<file path="src/hdl/jpeg_scan_bit_reader_defines.svh">
// Assertion macros for the JPEG scan bit reader
`ifndef JPEG_SCAN_BIT_READER_DEFINES_SVH
`define JPEG_SCAN_BIT_READER_DEFINES_SVH

// Same-cycle implication, checked outside reset
`define JSBR_ASSERT_NOW(label, ante, cons, msg) \
	label: assert property (@(posedge clk) disable iff (!arst_n) (ante) |-> (cons)) \
		else $error(msg);

// Next-cycle implication, checked outside reset
`define JSBR_ASSERT_NEXT(label, ante, cons, msg) \
	label: assert property (@(posedge clk) disable iff (!arst_n) (ante) |=> (cons)) \
		else $error(msg);

`endif

</file>
<file path="src/hdl/jsbr_pkg.sv">
// Shared types and constants for the JPEG scan bit reader
package jsbr_pkg;

	localparam int BUFFER_BITS_DEF   = 32;
	localparam int MAX_READ_BITS_DEF = 16;
	localparam int QUEUE_DEPTH       = 2;

	localparam int VALUE_W = 16;
	localparam int HELD_W  = 6;
	localparam int COUNT_W = 5;

	localparam logic [7:0] BYTE_FF     = 8'hFF;
	localparam logic [7:0] BYTE_ZERO   = 8'h00;
	localparam logic [7:0] BYTE_RST_LO = 8'hD0;
	localparam logic [7:0] BYTE_RST_HI = 8'hD7;
	localparam logic [7:0] BYTE_EOI    = 8'hD9;

	typedef enum logic [1:0] {
		ACT_PUSH  = 2'd0,
		ACT_READ  = 2'd1,
		ACT_ALIGN = 2'd2,
		ACT_NONE  = 2'd3
	} action_t;

	typedef enum logic [2:0] {
		ST_OK        = 3'd0,
		ST_FF_HELD   = 3'd1,
		ST_STUFFED   = 3'd2,
		ST_RESTART   = 3'd3,
		ST_EOI       = 3'd4,
		ST_MARKER    = 3'd5,
		ST_UNDERFLOW = 3'd6,
		ST_OVERFLOW  = 3'd7
	} status_t;

	// Operations the back end carries out on the bit buffer
	typedef enum logic [2:0] {
		OP_NONE,
		OP_APPEND,
		OP_RESTART,
		OP_READ,
		OP_ALIGN
	} op_t;

	typedef struct packed {
		op_t                op;
		logic [7:0]         data;    // byte to append, or marker code
		status_t            status;  // status on success
		logic [COUNT_W-1:0] cnt;     // saturated read length
	} entry_t;

endpackage

</file>
<file path="src/hdl/jsbr_if.sv">
// Valid/ready channel interfaces for scan items and results
interface jsbr_item_if;
	logic       valid;
	logic       ready;
	logic [1:0] action;
	logic [7:0] data_byte;
	logic [4:0] bit_count;

	modport source (output valid, output action, output data_byte, output bit_count,
		input ready);
	modport sink (input valid, input action, input data_byte, input bit_count,
		output ready);
endinterface

interface jsbr_result_if;
	logic        valid;
	logic        ready;
	logic [15:0] value;
	logic [2:0]  status;
	logic [7:0]  marker_code;
	logic [5:0]  bits_held;

	modport source (output valid, output value, output status, output marker_code,
		output bits_held, input ready);
	modport sink (input valid, input value, input status, input marker_code,
		input bits_held, output ready);
endinterface

</file>
<file path="src/hdl/jsbr_front.sv">
// Front end: accepts scan items, tracks a held 0xFF, classifies into queue entries
module jsbr_front #(
	parameter int MAX_READ_BITS = jsbr_pkg::MAX_READ_BITS_DEF
) (
	input  logic             clk,
	input  logic             arst_n,
	jsbr_item_if.sink        item,
	input  logic             q_full,
	output logic             q_push,
	output jsbr_pkg::entry_t q_entry
);

	logic ff_pending_q;
	logic accept;

	assign item.ready = !q_full;
	assign accept     = item.valid && item.ready;
	assign q_push     = accept;

	// every push leaves 0xFF held exactly when the pushed byte is 0xFF
	always_ff @(posedge clk or negedge arst_n) begin
		if (!arst_n) begin
			ff_pending_q <= 1'b0;
		end else if (accept && jsbr_pkg::action_t'(item.action) == jsbr_pkg::ACT_PUSH) begin
			ff_pending_q <= (item.data_byte == jsbr_pkg::BYTE_FF);
		end
	end

	always_comb begin
		q_entry.op     = jsbr_pkg::OP_NONE;
		q_entry.data   = 8'd0;
		q_entry.status = jsbr_pkg::ST_OK;
		q_entry.cnt    = '0;
		case (jsbr_pkg::action_t'(item.action))
			jsbr_pkg::ACT_PUSH: begin
				if (item.data_byte == jsbr_pkg::BYTE_FF) begin
					q_entry.status = jsbr_pkg::ST_FF_HELD;
				end else if (!ff_pending_q) begin
					q_entry.op   = jsbr_pkg::OP_APPEND;
					q_entry.data = item.data_byte;
				end else if (item.data_byte == jsbr_pkg::BYTE_ZERO) begin
					q_entry.op     = jsbr_pkg::OP_APPEND;
					q_entry.data   = jsbr_pkg::BYTE_FF;
					q_entry.status = jsbr_pkg::ST_STUFFED;
				end else if (item.data_byte >= jsbr_pkg::BYTE_RST_LO &&
					item.data_byte <= jsbr_pkg::BYTE_RST_HI) begin
					q_entry.op     = jsbr_pkg::OP_RESTART;
					q_entry.data   = item.data_byte;
					q_entry.status = jsbr_pkg::ST_RESTART;
				end else if (item.data_byte == jsbr_pkg::BYTE_EOI) begin
					q_entry.data   = item.data_byte;
					q_entry.status = jsbr_pkg::ST_EOI;
				end else begin
					q_entry.data   = item.data_byte;
					q_entry.status = jsbr_pkg::ST_MARKER;
				end
			end
			jsbr_pkg::ACT_READ: begin
				q_entry.op = jsbr_pkg::OP_READ;
				if (item.bit_count > jsbr_pkg::COUNT_W'(MAX_READ_BITS)) begin
					q_entry.cnt = jsbr_pkg::COUNT_W'(MAX_READ_BITS);
				end else begin
					q_entry.cnt = item.bit_count;
				end
			end
			jsbr_pkg::ACT_ALIGN: begin
				q_entry.op = jsbr_pkg::OP_ALIGN;
			end
			default: begin
				q_entry.op = jsbr_pkg::OP_NONE;
			end
		endcase
	end

endmodule

</file>
<file path="src/hdl/jsbr_fifo.sv">
// Short queue of classified entries between front and back end
module jsbr_fifo (
	input  logic             clk,
	input  logic             arst_n,
	input  logic             push,
	input  jsbr_pkg::entry_t wr_entry,
	input  logic             pop,
	output jsbr_pkg::entry_t rd_entry,
	output logic             full,
	output logic             empty
);

	localparam int DEPTH = jsbr_pkg::QUEUE_DEPTH;
	localparam int PTR_W = (DEPTH > 1) ? $clog2(DEPTH) : 1;
	localparam int CNT_W = $clog2(DEPTH + 1);

	jsbr_pkg::entry_t   mem_q [DEPTH];
	logic [PTR_W-1:0]   wr_ptr_q;
	logic [PTR_W-1:0]   rd_ptr_q;
	logic [CNT_W-1:0]   count_q;

	assign full     = (count_q == CNT_W'(DEPTH));
	assign empty    = (count_q == '0);
	assign rd_entry = mem_q[rd_ptr_q];

	always_ff @(posedge clk) begin
		if (push) begin
			mem_q[wr_ptr_q] <= wr_entry;
		end
	end

	always_ff @(posedge clk or negedge arst_n) begin
		if (!arst_n) begin
			wr_ptr_q <= '0;
			rd_ptr_q <= '0;
			count_q  <= '0;
		end else begin
			if (push) begin
				wr_ptr_q <= (wr_ptr_q == PTR_W'(DEPTH - 1)) ? '0 : wr_ptr_q + 1'b1;
			end
			if (pop) begin
				rd_ptr_q <= (rd_ptr_q == PTR_W'(DEPTH - 1)) ? '0 : rd_ptr_q + 1'b1;
			end
			case ({push, pop})
				2'b10:   count_q <= count_q + 1'b1;
				2'b01:   count_q <= count_q - 1'b1;
				default: count_q <= count_q;
			endcase
		end
	end

endmodule

</file>
<file path="src/hdl/jsbr_back.sv">
// Back end: bit buffer, restart config register and the result register
module jsbr_back #(
	parameter int BUFFER_BITS = jsbr_pkg::BUFFER_BITS_DEF
) (
	input  logic             clk,
	input  logic             arst_n,
	input  logic             cfg_we,
	input  logic             cfg_data,
	input  logic             q_empty,
	input  jsbr_pkg::entry_t q_entry,
	output logic             q_pop,
	jsbr_result_if.source    result
);

	localparam int CW = $clog2(BUFFER_BITS + 1);

	logic [BUFFER_BITS-1:0]       buf_q;
	logic [CW-1:0]                bits_q;
	logic                         restart_enable_q;

	logic                         res_valid_q;
	logic [jsbr_pkg::VALUE_W-1:0] value_q;
	jsbr_pkg::status_t            status_q;
	logic [7:0]                   marker_q;
	logic [jsbr_pkg::HELD_W-1:0]  held_q;

	logic [BUFFER_BITS-1:0]       buf_n;
	logic [CW-1:0]                bits_n;
	logic [CW-1:0]                rest;
	logic [CW-1:0]                cnt_ext;
	logic [BUFFER_BITS-1:0]       shifted;
	logic [jsbr_pkg::VALUE_W-1:0] value_n;
	jsbr_pkg::status_t            status_n;
	logic [7:0]                   marker_n;

	assign q_pop   = !q_empty && (!res_valid_q || result.ready);
	assign cnt_ext = CW'(q_entry.cnt);
	assign rest    = bits_q - cnt_ext;
	assign shifted = buf_q >> rest;

	// bits above the valid count are don't-care; reads mask them off
	always_comb begin
		buf_n    = buf_q;
		bits_n   = bits_q;
		value_n  = '0;
		status_n = q_entry.status;
		marker_n = 8'd0;
		case (q_entry.op)
			jsbr_pkg::OP_APPEND: begin
				if ({1'b0, bits_q} + (CW + 1)'(8) > (CW + 1)'(BUFFER_BITS)) begin
					status_n = jsbr_pkg::ST_OVERFLOW;
				end else begin
					buf_n  = {buf_q[BUFFER_BITS-9:0], q_entry.data};
					bits_n = bits_q + CW'(8);
				end
			end
			jsbr_pkg::OP_RESTART: begin
				marker_n = q_entry.data;
				if (restart_enable_q) begin
					bits_n = '0;
				end
			end
			jsbr_pkg::OP_READ: begin
				if (cnt_ext > bits_q) begin
					status_n = jsbr_pkg::ST_UNDERFLOW;
				end else begin
					value_n = shifted[jsbr_pkg::VALUE_W-1:0] &
						~({jsbr_pkg::VALUE_W{1'b1}} << q_entry.cnt);
					bits_n  = rest;
				end
			end
			jsbr_pkg::OP_ALIGN: begin
				bits_n = {bits_q[CW-1:3], 3'b000};
			end
			default: begin
				marker_n = q_entry.data;
			end
		endcase
	end

	always_ff @(posedge clk or negedge arst_n) begin
		if (!arst_n) begin
			buf_q            <= '0;
			bits_q           <= '0;
			restart_enable_q <= 1'b1;
			res_valid_q      <= 1'b0;
		end else begin
			if (cfg_we) begin
				restart_enable_q <= cfg_data;
			end
			if (q_pop) begin
				buf_q       <= buf_n;
				bits_q      <= bits_n;
				res_valid_q <= 1'b1;
			end else if (result.ready) begin
				res_valid_q <= 1'b0;
			end
		end
	end

	always_ff @(posedge clk) begin
		if (q_pop) begin
			value_q  <= value_n;
			status_q <= status_n;
			marker_q <= marker_n;
			held_q   <= jsbr_pkg::HELD_W'(bits_n);
		end
	end

	assign result.valid       = res_valid_q;
	assign result.value       = value_q;
	assign result.status      = status_q;
	assign result.marker_code = marker_q;
	assign result.bits_held   = held_q;

endmodule

</file>
<file path="src/hdl/jpeg_scan_bit_reader.sv">
// Top level of the JPEG scan bit reader
// Takes one item (push byte, read bits, align) per clock while the queue is not full and
// returns one result per item, in order. An accepted item is written into the queue, and
// its result is then registered in the back end's result register; sustained rate is one
// item per cycle while the result channel is ready. The front end classifies
// bytes and tracks a held 0xFF; a two-entry queue separates it from the back end so a
// stalled result channel backs up into the queue before the item channel stalls.
// The restart_enable register resets to 1 and is written through cfg_valid/cfg_data.
`include "jpeg_scan_bit_reader_defines.svh"

module jpeg_scan_bit_reader #(
	parameter int BUFFER_BITS   = jsbr_pkg::BUFFER_BITS_DEF,
	parameter int MAX_READ_BITS = jsbr_pkg::MAX_READ_BITS_DEF
) (
	input  logic          clk,
	input  logic          arst_n,
	jsbr_item_if.sink     item,
	jsbr_result_if.source result,
	input  logic          cfg_valid,
	output logic          cfg_ready,
	input  logic          cfg_data
);

	logic             q_push;
	logic             q_pop;
	logic             q_full;
	logic             q_empty;
	jsbr_pkg::entry_t wr_entry;
	jsbr_pkg::entry_t rd_entry;

	assign cfg_ready = 1'b1;

	jsbr_front #(
		.MAX_READ_BITS(MAX_READ_BITS)
	) u_front (
		.clk    (clk),
		.arst_n (arst_n),
		.item   (item),
		.q_full (q_full),
		.q_push (q_push),
		.q_entry(wr_entry)
	);

	jsbr_fifo u_fifo (
		.clk     (clk),
		.arst_n  (arst_n),
		.push    (q_push),
		.wr_entry(wr_entry),
		.pop     (q_pop),
		.rd_entry(rd_entry),
		.full    (q_full),
		.empty   (q_empty)
	);

	jsbr_back #(
		.BUFFER_BITS(BUFFER_BITS)
	) u_back (
		.clk     (clk),
		.arst_n  (arst_n),
		.cfg_we  (cfg_valid && cfg_ready),
		.cfg_data(cfg_data),
		.q_empty (q_empty),
		.q_entry (rd_entry),
		.q_pop   (q_pop),
		.result  (result)
	);

	// only a successful read carries data
	`JSBR_ASSERT_NOW(a_value_only_on_ok, result.valid && result.value != 16'd0, result.status == jsbr_pkg::ST_OK, "nonzero value with non-ok status")
	// a marker code appears only with a marker status
	`JSBR_ASSERT_NOW(a_marker_status, result.valid && result.marker_code != 8'd0, result.status == jsbr_pkg::ST_RESTART || result.status == jsbr_pkg::ST_EOI || result.status == jsbr_pkg::ST_MARKER, "marker code without marker status")
	// restart status always carries an RSTn code
	`JSBR_ASSERT_NOW(a_restart_code, result.valid && result.status == jsbr_pkg::ST_RESTART, result.marker_code >= jsbr_pkg::BYTE_RST_LO && result.marker_code <= jsbr_pkg::BYTE_RST_HI, "restart status with bad code")
	// queue full means a result is stalled
	`JSBR_ASSERT_NEXT(a_full_needs_stall, !item.ready, result.valid, "queue full without pending result")

endmodule

</file>
<file path="src/flat_wrapper.sv">
// flat-port wrapper written by rule: the top's interface ports become plain ports
module jpeg_scan_bit_reader_flat 
#(
	parameter int BUFFER_BITS   = jsbr_pkg::BUFFER_BITS_DEF,
	parameter int MAX_READ_BITS = jsbr_pkg::MAX_READ_BITS_DEF
)
  (clk, arst_n, cfg_valid, cfg_ready, cfg_data, item_valid, item_action, item_data_byte, item_bit_count, item_ready, result_valid, result_value, result_status, result_marker_code, result_bits_held, result_ready);
  jsbr_item_if item_i ();
  jsbr_result_if result_i ();
  input  logic clk;
  input  logic arst_n;
  input  logic cfg_valid;
  output logic cfg_ready;
  input  logic cfg_data;
  input wire logic [$bits(item_i.valid)-1:0] item_valid;
  input wire logic [$bits(item_i.action)-1:0] item_action;
  input wire logic [$bits(item_i.data_byte)-1:0] item_data_byte;
  input wire logic [$bits(item_i.bit_count)-1:0] item_bit_count;
  output wire logic [$bits(item_i.ready)-1:0] item_ready;
  output wire logic [$bits(result_i.valid)-1:0] result_valid;
  output wire logic [$bits(result_i.value)-1:0] result_value;
  output wire logic [$bits(result_i.status)-1:0] result_status;
  output wire logic [$bits(result_i.marker_code)-1:0] result_marker_code;
  output wire logic [$bits(result_i.bits_held)-1:0] result_bits_held;
  input wire logic [$bits(result_i.ready)-1:0] result_ready;
  assign item_i.valid = item_valid;
  assign item_i.action = item_action;
  assign item_i.data_byte = item_data_byte;
  assign item_i.bit_count = item_bit_count;
  assign item_ready = item_i.ready;
  assign result_valid = result_i.valid;
  assign result_value = result_i.value;
  assign result_status = result_i.status;
  assign result_marker_code = result_i.marker_code;
  assign result_bits_held = result_i.bits_held;
  assign result_i.ready = result_ready;
  jpeg_scan_bit_reader #(.BUFFER_BITS(BUFFER_BITS), .MAX_READ_BITS(MAX_READ_BITS)) u_core (.clk(clk), .arst_n(arst_n), .item(item_i), .result(result_i), .cfg_valid(cfg_valid), .cfg_ready(cfg_ready), .cfg_data(cfg_data));
endmodule
</file>
<file path="config.mk">
export PLATFORM = sky130hd
export DESIGN_NAME = jpeg_scan_bit_reader_flat
export DESIGN_NICKNAME = d
export VERILOG_FILES = /design/src/hdl/jsbr_pkg.sv /design/src/hdl/jsbr_if.sv /design/src/hdl/jsbr_front.sv /design/src/hdl/jsbr_fifo.sv /design/src/hdl/jsbr_back.sv /design/src/hdl/jpeg_scan_bit_reader.sv /design/src/flat_wrapper.sv
export VERILOG_INCLUDE_DIRS = /design/src /design/src/hdl
export SDC_FILE = /design/constraint.sdc
export NUM_CORES = 1
export LEC_CHECK = 0
export ABC_AREA = 0
export BUFFER_PORTS_ARGS = -buffer_cell sky130_fd_sc_hd__buf_2
export CAP_MARGIN = 10
export CORE_MARGIN = 5
export CORE_UTILIZATION = 55
export DETAILED_ROUTE_END_ITERATION = 6
export GPL_ROUTABILITY_DRIVEN = 0
export GPL_TIMING_DRIVEN = 1
export PLACE_DENSITY = 0.88
export RECOVER_POWER = 25
export SYNTH_ARGS = -nofsm -noshare
export SYNTH_HDL_FRONTEND = slang
export SYNTH_SLANG_ARGS = --single-unit
</file>
<file path="constraint.sdc">
create_clock -name clk -period 3.5 [get_ports clk]
set_input_delay 0.525 -clock clk [delete_from_list [all_inputs] [get_ports clk]]
set_output_delay 0.525 -clock clk [all_outputs]
set_load 0.03 [all_outputs]
</file>
==> impl_metrics.py, run 1 <==
metrics = {
    "drt": {
        "drt_drc_violations_left": 1,
        "avgRoutedWirePerCell_um": 21.44,
        "wl_met3_um": 1556,
        "totalWireLength_um": 17520,
        "avgViaCountPerCell": 6.595,
        "route.vias.total": 5388,
        "antenna_violating_nets_left": 0,
        "highest_layer": "met4",
        "drt_pre_antenna_iters": 7,
        "m1WireLength_um": 6954,
        "detailroute.wirelength.met2_um": 8185,
        "drt-initial-drc-count": 585,
    },
    "setup_path": {
        "cp.depth": 10,
        "path_cells": "mux2_2, ha_1, inv_1, fa_2, buf_12, mux4_2, mux2_2, or3_1, a21oi_1, nor4_2",
        "timing.reg2reg.worst_path_depth": 10,
        "timing.critical_path.slowest_stage_cell": "fa_2",
        "critical-path-top-delay-family": "multiplexers",
        "endpoint_kind": "flip-flop",
        "max_stage_delay_ns": 0.59,
        "rrSetupSlack_ns": 0.08,
        "startpoint_type": "flip-flop",
        "critPathMaxFanout": 16,
        "path_buf_inv": 2,
        "cp_data_arrival_time_ns": 3.58,
        "timing.critical_path.mode_cell": "mux2_2",
        "worstPathRequired_ns": 3.66,
        "worst_path_class_setup": "flip-flop to flip-flop",
    },
    "yosys": {
        "synth_cell_type_count": 82,
        "ys_dominant_reg_cell": "edfxtp_1",
        "synth-edff-count": 71,
        "mappedNetlistArea_mm2": 0.006942,
        "netlist_instances": 571,
        "synth_area_leader_cell": "edfxtp_1",
        "synth.ff_latch_count": 116,
        "async_flop_share_pct": 38.79,
        "synth-seq-area-share_pct": 46.95,
        "synthesis.nets": 602,
        "synthDominantCellAreaShare_pct": 30.71,
        "avgSynthCellArea_um2": 12.16,
        "yosys_warn_count": 0,
        "post_synth_main_area_contributors": "edfxtp_1 31%, dfrtp_1 16%, mux4_2 9.1%",
    },
    "cells_and_area": {
        "num_antenna_cells": 0,
        "final_layout_size_suffix_gt1_share_pct": 28.22,
        "flow.area_growth_from_synthesis_pct": 15.30,
        "fin_nets": 663,
    },
    "placed_design": {
        "io_buffers": 55,
        "dp_hpwl_um": 11610,
    },
    "sta": {
        "fin_tns_setup_ns": 0,
        "layout_min_cycle_time_ns": 3.421,
        "maximum_achievable_frequency_mhz": 292.3,
        "finalClockSkew_ns": 0.007195,
        "slew_limit_headroom_pct": -72.72,
        "finalHoldViolCount": 0,
        "final_min_period_over_clock_period_pct": 97.75,
        "pin_slew_with_the_least_headroom_to_its_limit_ns": 2.591,
        "setup-violations-final": 0,
        "slew_viol_final": 46,
    },
    "die": {
        "die_width_um": 122.3,
        "io_pins": 57,
        "vertical_die_dimension_um": 122.3,
        "floorplan_core_area_mm2": 0.01252,
        "placementRows": 41,
        "die-area_mm2": 0.01497,
        "initial_core_util_pct": 55.46,
    },
    "worst_hold_path": {
        "hold_path_depth": 2,
        "min_path_type": "input port to flip-flop",
    },
    "clocking": {
        "htree_num_levels": 4,
        "cts-root-to-sink-buffers": 2,
        "clkTransAtPathRegs_ns": 0.06,
        "tritoncts_sinks": 116,
        "cts_tree": "done",
        "clk_root_buffer_cell": "clkbuf_16",
        "cts-hold-fix-buffers": 0,
        "worstSkewPairLatency_ns": 0.42,
        "cts_buffers": 17,
    },
    "global_routing": {
        "largest_net_degree_at_the_start_of_global_routing": 46,
        "grt_pass1_vias": 5191,
        "grt.total_usage_pct": 24.14,
        "grt_antenna_before_repair": 0,
        "wire_length_of_the_first_global_routing_pass_um": 27870,
        "overall_overflow_remaining_after_global_route": 0,
    },
    "run_status": {
        "violations": "DRC, capacitance limit, slew limit",
        "run_status": "complete, but fails checks",
    },
    "flow_run": {
        "max_cap_violations": 1,
    },
}
synth_stat cells (6+ instances only):
master	count
a21oi_1	20
o22ai_1	7
o21a_1	10
o211ai_1	7
inv_1	14
nor2_1	41
nand2b_1	9
mux4_2	28
buf_6	7
nand2_1	41
edfxtp_1	71
nor3_1	9
mux2_1	12
o2bb2ai_1	6
buf_4	7
ha_1	9
a211oi_1	9
o21ai_0	20
mux2i_1	28
nand3_1	15
dfrtp_1	44
and2_1	9
mux2_2	22
buf_2	14
cell families after synthesis:
| group | synth area share (%) |
|---|---|
| XOR/XNOR | 1.118 |
| adder cells (fa/ha/maj) | 1.911 |
| flip-flops | 46.95 |
| AO/OA/AOI/OAI | 13.30 |
| other | 0.05402 |
| multiplexers | 18.64 |
| buffers and inverters | 3.875 |
| AND/OR/NAND/NOR | 14.15 |
worst reg2reg max path, stage by stage, from the launching register on:
cell and delay, ns:
dfrtp_1 0.44, mux2_2 0.31, ha_1 0.18, inv_1 0.06
fa_2 0.59, buf_12 0.18, mux4_2 0.54, mux2_2 0.30
or3_1 0.33, a21oi_1 0.19, nor4_2 0.06
repair_timing:
action                     CTS  global route
setup buffers                0             5
setup endpoints to repair    0             9
gates resized for setup      0             4
state kept, by name, summed over array words and instances, names as in the netlist:
signal	cells
u_core.u_fifo.mem_q	38
u_core.u_back.buf_q	32
u_core.u_back.result.value	16
u_core.u_back.result.marker_code	8
u_core.u_back.bits_q	6
u_core.u_back.result.bits_held	6
u_core.u_back.result.status	3
u_core.u_fifo.count_q	2
u_core.u_back.restart_enable_q	1
u_core.u_back.result.valid	1
u_core.u_fifo.rd_ptr_q	1
u_core.u_fifo.wr_ptr_q	1
u_core.u_front.ff_pending_q	1
stage by stage:
stage	std cells	hold slack, ns	area (um2)	worst slack, ns	utilization [%]
after detailed placement	779	0.4998	7342	0.1358	58.66
after global routing	817	0.3447	8004	-0.002862	63.94
after CTS	811	0.3299	7935	0.1008	63.39
after floorplan	571	0.2294	6942	0.1644	-
after global placement	779	0.4774	7342	0.2344	58.66
final	817	0.3477	8004	0.07866	63.94
worst paths after layout:
kind,start,to
max in group asynchronous,arst_n,u_core.u_back.bits_q[0]
min in group asynchronous,arst_n,u_core.u_back.bits_q[2]
max,u_core.u_fifo.rd_ptr_q,u_core.u_back.result.value[0]
max reg2reg,u_core.u_fifo.rd_ptr_q,u_core.u_back.result.value[0]
min reg2reg,u_core.u_fifo.wr_ptr_q,u_core.u_fifo.wr_ptr_q
min,cfg_data,u_core.u_back.restart_enable_q
area by class of cell:
class,count,area [um2]
Sequential cell,116,3259
Multi-Input combinational cell,409,3432
Clock buffer,19,442.9
Tap cell,172,215.2
Fill cell,914,4513
Timing Repair Buffer,73,447.9
Clock inverter,13,150.1
Inverter,15,56.30
routing by layer:
layer  up-vias  GRT usage [%]
met5         -              0
met2       397          37.14
li1       2328              -
met3        85          4.977
met4         0          11.34
met1      2578          33.08
cell usage in the layout (no fill, tap or decap), drive strengths merged, types with 4 or more instances in the layout:
master   count
or2          4
o21a        10
o21ai       23
mux4        28
nor4b        4
nand3b       4
nand2b       9
nor2        42
clkinv       5
edfxtp      71
o31ai        4
clkbuf      27
ha           9
nor4         6
a21oi       21
o22ai        7
and3         5
nand3       18
buf         65
mux2i       28
xnor2        5
nor3        11
o211ai       7
nor2b        4
or3          4
o2bb2ai      6
dfrtp       44
mux2        34
and2         9
a211oi      14
inv         19
nand2       43
Power of run 1 is not shown: default switching activity piles up to over one toggle a cycle in this logic, so the estimate is an artifact.
==> run 2: changes to the inputs <==
--- a/config.mk
+++ b/config.mk
@@ -9,8 +9,10 @@
 export ABC_AREA = 0
 export BUFFER_PORTS_ARGS = -buffer_cell sky130_fd_sc_hd__buf_2
 export CAP_MARGIN = 10
+export CELL_PAD_IN_SITES_DETAIL_PLACEMENT = 0
+export CELL_PAD_IN_SITES_GLOBAL_PLACEMENT = 1
 export CORE_MARGIN = 5
-export CORE_UTILIZATION = 55
+export CORE_UTILIZATION = 45
 export DETAILED_ROUTE_END_ITERATION = 6
 export GPL_ROUTABILITY_DRIVEN = 0
 export GPL_TIMING_DRIVEN = 1
==> run 2 against run 1 <==
  * The flow finishes with violations (capacitance limit, slew limit)
  * Final cell count rose by 2.4%
  * Non-clock buffer count rose by 4
  * Register-to-register slack barely moved
  * Global-route usage fell by 4.6 points
  * First-iteration DRC count fell by 8.4%
==> impl_metrics.py, run 2 (synthesis results as in run 1) <==
metrics = {
    "sta": {
        "final_min_period_over_clock_period_pct": 97.92,
        "slew_viol_final": 34,
        "slew_limit_headroom_pct": -11.02,
        "finalHoldViolCount": 0,
        "pin_slew_with_the_least_headroom_to_its_limit_ns": 1.665,
        "layout_min_cycle_time_ns": 3.427,
        "fin_tns_setup_ns": 0,
        "maximum_achievable_frequency_mhz": 291.8,
        "setup-violations-final": 0,
        "rsz_0062_raised_after_global_routing": "no",
        "finalClockSkew_ns": 0.01182,
    },
    "placed_design": {
        "place.detailed.instances": 799,
        "io_buffers": 55,
        "dp_hpwl_um": 12240,
    },
    "cells_and_area": {
        "largest_register": "u_core.u_fifo.mem_q",
        "final_layout_size_suffix_gt1_share_pct": 28.51,
        "num_antenna_cells": 0,
        "postLayoutCoreUtil_pct": 52.99,
        "flow.area_growth_from_synthesis_pct": 15.63,
        "stdcell_count": 837,
        "largest_reg_flops": 38,
        "mostFrequentLayoutCells": "71 x edfxtp_1, 50 x buf_2, 44 x dfrtp_1",
        "fin_nets": 667,
        "final_common_cell": "edfxtp_1",
    },
    "die": {
        "die-area_mm2": 0.01801,
        "io_pins": 57,
        "vertical_die_dimension_um": 134.2,
        "placementRows": 45,
        "initial_core_util_pct": 45.83,
        "die_width_um": 134.2,
        "floorplan_core_area_mm2": 0.01515,
    },
    "setup_path": {
        "critPathMaxFanout": 12,
        "startpoint_type": "flip-flop",
        "worstPathRequired_ns": 3.67,
        "worst_path_class_setup": "flip-flop to flip-flop",
        "endpoint_kind": "flip-flop",
        "timing.critical_path.mode_cell": "mux2_2",
        "max_stage_delay_ns": 0.59,
        "cp_data_arrival_time_ns": 3.60,
        "path_cells": "mux2_2, ha_1, inv_1, fa_2, buf_12, mux4_2, mux2_2, or3_1, a21oi_1, nor4_2",
        "timing.critical_path.slowest_stage_cell": "fa_2",
    },
    "drt": {
        "totalWireLength_um": 17090,
        "drt-initial-drc-count": 536,
        "drt_pre_antenna_iters": 6,
        "antenna_violating_nets_left": 0,
        "route.vias.total": 5250,
        "avgViaCountPerCell": 6.272,
        "drt_drc_violations_left": 0,
        "avgRoutedWirePerCell_um": 20.42,
    },
    "clocking": {
        "clkTransAtPathRegs_ns": 0.06,
        "htree_num_levels": 4,
        "worstSkewPairLatency_ns": 0.42,
        "tritoncts_sinks": 116,
        "cts_tree": "done",
        "cts-root-to-sink-buffers": 2,
        "cts_buffers": 17,
        "clk_root_buffer_cell": "clkbuf_16",
    },
    "worst_hold_path": {
        "min_path_type": "input port to flip-flop",
    },
    "global_routing": {
        "grt.total_usage_pct": 19.51,
        "wire_length_of_the_first_global_routing_pass_um": 27640,
        "overall_overflow_remaining_after_global_route": 0,
        "grt_pass1_vias": 5102,
        "largest_net_degree_at_the_start_of_global_routing": 41,
        "grt_antenna_before_repair": 0,
    },
    "flow_run": {
        "max_cap_violations": 1,
    },
    "run_status": {
        "violations": "capacitance limit, slew limit",
        "run_status": "complete, but fails checks",
    },
}
-- run 2: final timing paths --
kind | start | end | slack (ns) | cells past startpoint
hold / removal | cfg_data | u_core.u_back.restart_enable_q | 0.34 | 2
hold reg to reg | u_core.u_back.result.valid | u_core.u_back.result.valid | 0.50 | 2
max in group asynchronous | arst_n | u_core.u_back.result.valid | 1.44 | 2
setup / recovery | u_core.u_fifo.rd_ptr_q | u_core.u_back.result.value[0] | 0.07 | 10
min in group asynchronous | arst_n | u_core.u_back.buf_q[29] | 0.53 | 1
setup reg to reg | u_core.u_fifo.rd_ptr_q | u_core.u_back.result.value[0] | 0.07 | 10
-- run 2: critical path: cells and delay by family, from the launching register on --
family	cells	cell delay (ns)
AOI/OAI and AO/OA	1	0.18
adders and majority gates	2	0.77
buffers and inverters	2	0.23
muxes	3	1.16
and+or+nand+nor	2	0.38
DFF	1	0.45
-- run 2: what timing repair did --
| item | in CTS | in global routing |
|---|---|---|
| endpoints found under the setup margin | 0 | 10 |
| buffers inserted | 0 | 5 |
| gates resized for setup | 0 | 3 |
| hold buffers | 0 | 0 |
-- run 2: final cells by class --
type                       instances  area [um2]
multi-input combinational        409        3428
clock buffer                      18       429.2
sequential                       116        3259
inverter                          15       56.30
clock inverter                    14       128.9
fill                            1250        7119
timing repair buffer              77       489.2
tap                              188       235.2
-- run 2: layer usage --
layer | up-vias | share of wire [%] | track usage (%)
met2 | 273 | 47 | 31.17
met5 | - | 0 | 0
met3 | 46 | 7.5 | 4.539
met4 | 0 | 3.1 | 8.088
li1 | 2347 | - | -
met1 | 2584 | 42 | 25.72
-- run 2: through the flow --
step           worst slack, ns  hold slack [ns]  cell area, um2
2_1_floorplan           0.1644           0.2294            6942
3_3_place_gp            0.2195           0.4740            7392
3_5_place_dp           0.09753           0.4857            7392
4_1_cts                0.08335           0.1677            7950
5_1_grt               0.002764           0.3334            8026
6_report               0.07295           0.3365            8026
Power of run 2 is left out for the same reason.
==> run 3: changes to the inputs <==
--- a/config.mk
+++ b/config.mk
@@ -16,7 +16,7 @@
 export DETAILED_ROUTE_END_ITERATION = 6
 export GPL_ROUTABILITY_DRIVEN = 0
 export GPL_TIMING_DRIVEN = 1
-export PLACE_DENSITY = 0.88
+export PLACE_DENSITY_LB_ADDON = 0.12
 export RECOVER_POWER = 25
 export SYNTH_ARGS = -nofsm -noshare
 export SYNTH_HDL_FRONTEND = slang
==> run 3 against run 2 <==
  * The run still ends with capacitance limit, slew limit left
  * Register-to-register slack better by 0.08 ns
  * Wire length up 2.8%
  * Via count down 2.9%
  * Worst hold slack better by 0.012 ns
  * Final area down 0.12%
  * Non-clock buffer count up 6
  * Fmax up 2.4%
  * Critical path depth down 2
  * Clock-buffer cell count up 2
  * Highest routed layer unchanged
  * Core utilization down 0.066 points
==> impl_metrics.py, run 3 (synthesis results as in run 1) <==
metrics = {
    "run_status": {
        "run_status": "complete, but fails checks",
        "violations": "capacitance limit, slew limit",
    },
    "global_routing": {
        "grt_pass1_vias": 5009,
        "largest_net_degree_at_the_start_of_global_routing": 46,
        "grt.total_usage_pct": 20.10,
        "grt_antenna_before_repair": 0,
        "wire_length_of_the_first_global_routing_pass_um": 28120,
        "overall_overflow_remaining_after_global_route": 0,
    },
    "sta": {
        "setup-violations-final": 0,
        "pin_slew_with_the_least_headroom_to_its_limit_ns": 1.835,
        "timing.hold.ws_ns": 0.3489,
        "finalHoldViolCount": 0,
        "slew_viol_final": 38,
        "maximum_achievable_frequency_mhz": 298.7,
        "final_min_period_over_clock_period_pct": 95.65,
        "slew_limit_headroom_pct": -22.32,
        "layout_min_cycle_time_ns": 3.348,
        "finalClockSkew_ns": 0.005352,
        "rsz_0062_raised_after_global_routing": "yes",
    },
    "cells_and_area": {
        "final_common_cell": "edfxtp_1",
        "mostFrequentLayoutCells": "71 x edfxtp_1, 50 x buf_2, 44 x dfrtp_1",
        "num_antenna_cells": 0,
        "largest_reg_flops": 38,
        "final_layout_size_suffix_gt1_share_pct": 29.16,
        "postLayoutCoreUtil_pct": 52.93,
        "post-route-cell-area_mm2": 0.008016,
        "fin_nets": 673,
        "largest_register": "u_core.u_fifo.mem_q",
        "flow.area_growth_from_synthesis_pct": 15.48,
    },
    "setup_path": {
        "critical-path-top-delay-family": "multiplexers",
        "path_cells": "buf_4, nor2b_1, a21oi_1, fa_2, buf_4, mux4_2, mux4_2, o211a_1",
        "path_buf_inv": 2,
        "critPathMaxFanout": 13,
        "max_stage_delay_ns": 0.83,
        "endpoint_kind": "flip-flop",
        "cp_data_arrival_time_ns": 3.51,
        "startpoint_type": "flip-flop",
        "worst_path_class_setup": "flip-flop to flip-flop",
        "worstPathRequired_ns": 3.67,
        "timing.critical_path.slowest_stage_cell": "fa_2",
    },
    "placed_design": {
        "io_buffers": 55,
        "place_area_mm2": 0.007442,
        "dp_hpwl_um": 12900,
    },
    "clocking": {
        "clk_root_buffer_cell": "clkbuf_16",
        "htree_num_levels": 4,
        "worstSkewPairLatency_ns": 0.41,
        "cts_tree": "done",
        "tritoncts_sinks": 116,
        "cts_buffers": 17,
        "cts-root-to-sink-buffers": 2,
        "clkTransAtPathRegs_ns": 0.06,
    },
    "drt": {
        "drt-initial-drc-count": 544,
        "drt_pre_antenna_iters": 5,
        "drt_drc_violations_left": 0,
        "totalWireLength_um": 17560,
        "avgViaCountPerCell": 6.049,
        "antenna_violating_nets_left": 0,
        "route.vias.total": 5099,
        "avgRoutedWirePerCell_um": 20.83,
    },
    "worst_hold_path": {
        "min_path_type": "input port to flip-flop",
    },
    "die": {
        "io_pins": 57,
        "die_width_um": 134.2,
        "die-area_mm2": 0.01801,
        "placementRows": 45,
        "floorplan_core_area_mm2": 0.01515,
        "initial_core_util_pct": 45.83,
        "vertical_die_dimension_um": 134.2,
    },
    "flow_run": {
        "max_cap_violations": 1,
    },
}
[run 3: repair_timing]
item,4_1_cts,5_1_grt
setup endpoints to repair,0,14
hold buffers,0,1
buffers inserted,0,2
gates resized for setup,0,5
hold endpoints to repair,0,7
[run 3: metal layers]
metal | vias up | GRT usage [%] | share of wire (%)
li1 | 2354 | - | -
met1 | 2518 | 28.44 | 46
met2 | 191 | 30.25 | 46
met3 | 36 | 4.689 | 6.5
met4 | 0 | 7.579 | 2.4
met5 | - | 0 | 0
[run 3: layout make-up]
| class | count | area, um2 |
|---|---|---|
| inverter | 15 | 56.30 |
| clock inverter | 12 | 82.58 |
| multi-input combinational | 409 | 3436 |
| sequential | 116 | 3259 |
| timing repair buffer | 83 | 500.5 |
| fill | 1302 | 7129 |
| clock buffer | 20 | 446.7 |
| tap | 188 | 235.2 |
[run 3: path summary, 6_finish.rpt]
kind / end / startpoint / slack (ns) / depth (start not counted)
setup / recovery: u_core.u_back.result.value[6] / u_core.u_fifo.rd_ptr_q / 0.15 / 8
hold / removal: u_core.u_back.restart_enable_q / cfg_data / 0.35 / 2
setup reg to reg: u_core.u_back.result.value[6] / u_core.u_fifo.rd_ptr_q / 0.15 / 8
hold reg to reg: u_core.u_back.result.valid / u_core.u_back.result.valid / 0.50 / 2
max in group asynchronous: u_core.u_back.buf_q[28] / arst_n / 0.62 / 3
min in group asynchronous: u_core.u_back.bits_q[5] / arst_n / 0.58 / 2
[run 3: metrics by stage]
step / instances / TNS [ns] / setup slack, ns
2_1_floorplan: 571 / 0 / 0.1644
3_3_place_gp: 807 / 0 / 0.1601
3_5_place_dp: 807 / 0 / 0.1022
4_1_cts: 839 / 0 / 0.07976
5_1_grt: 843 / -0.03520 / -0.01355
6_report: 843 / 0 / 0.1523
Power of run 3 is left out for the same reason.
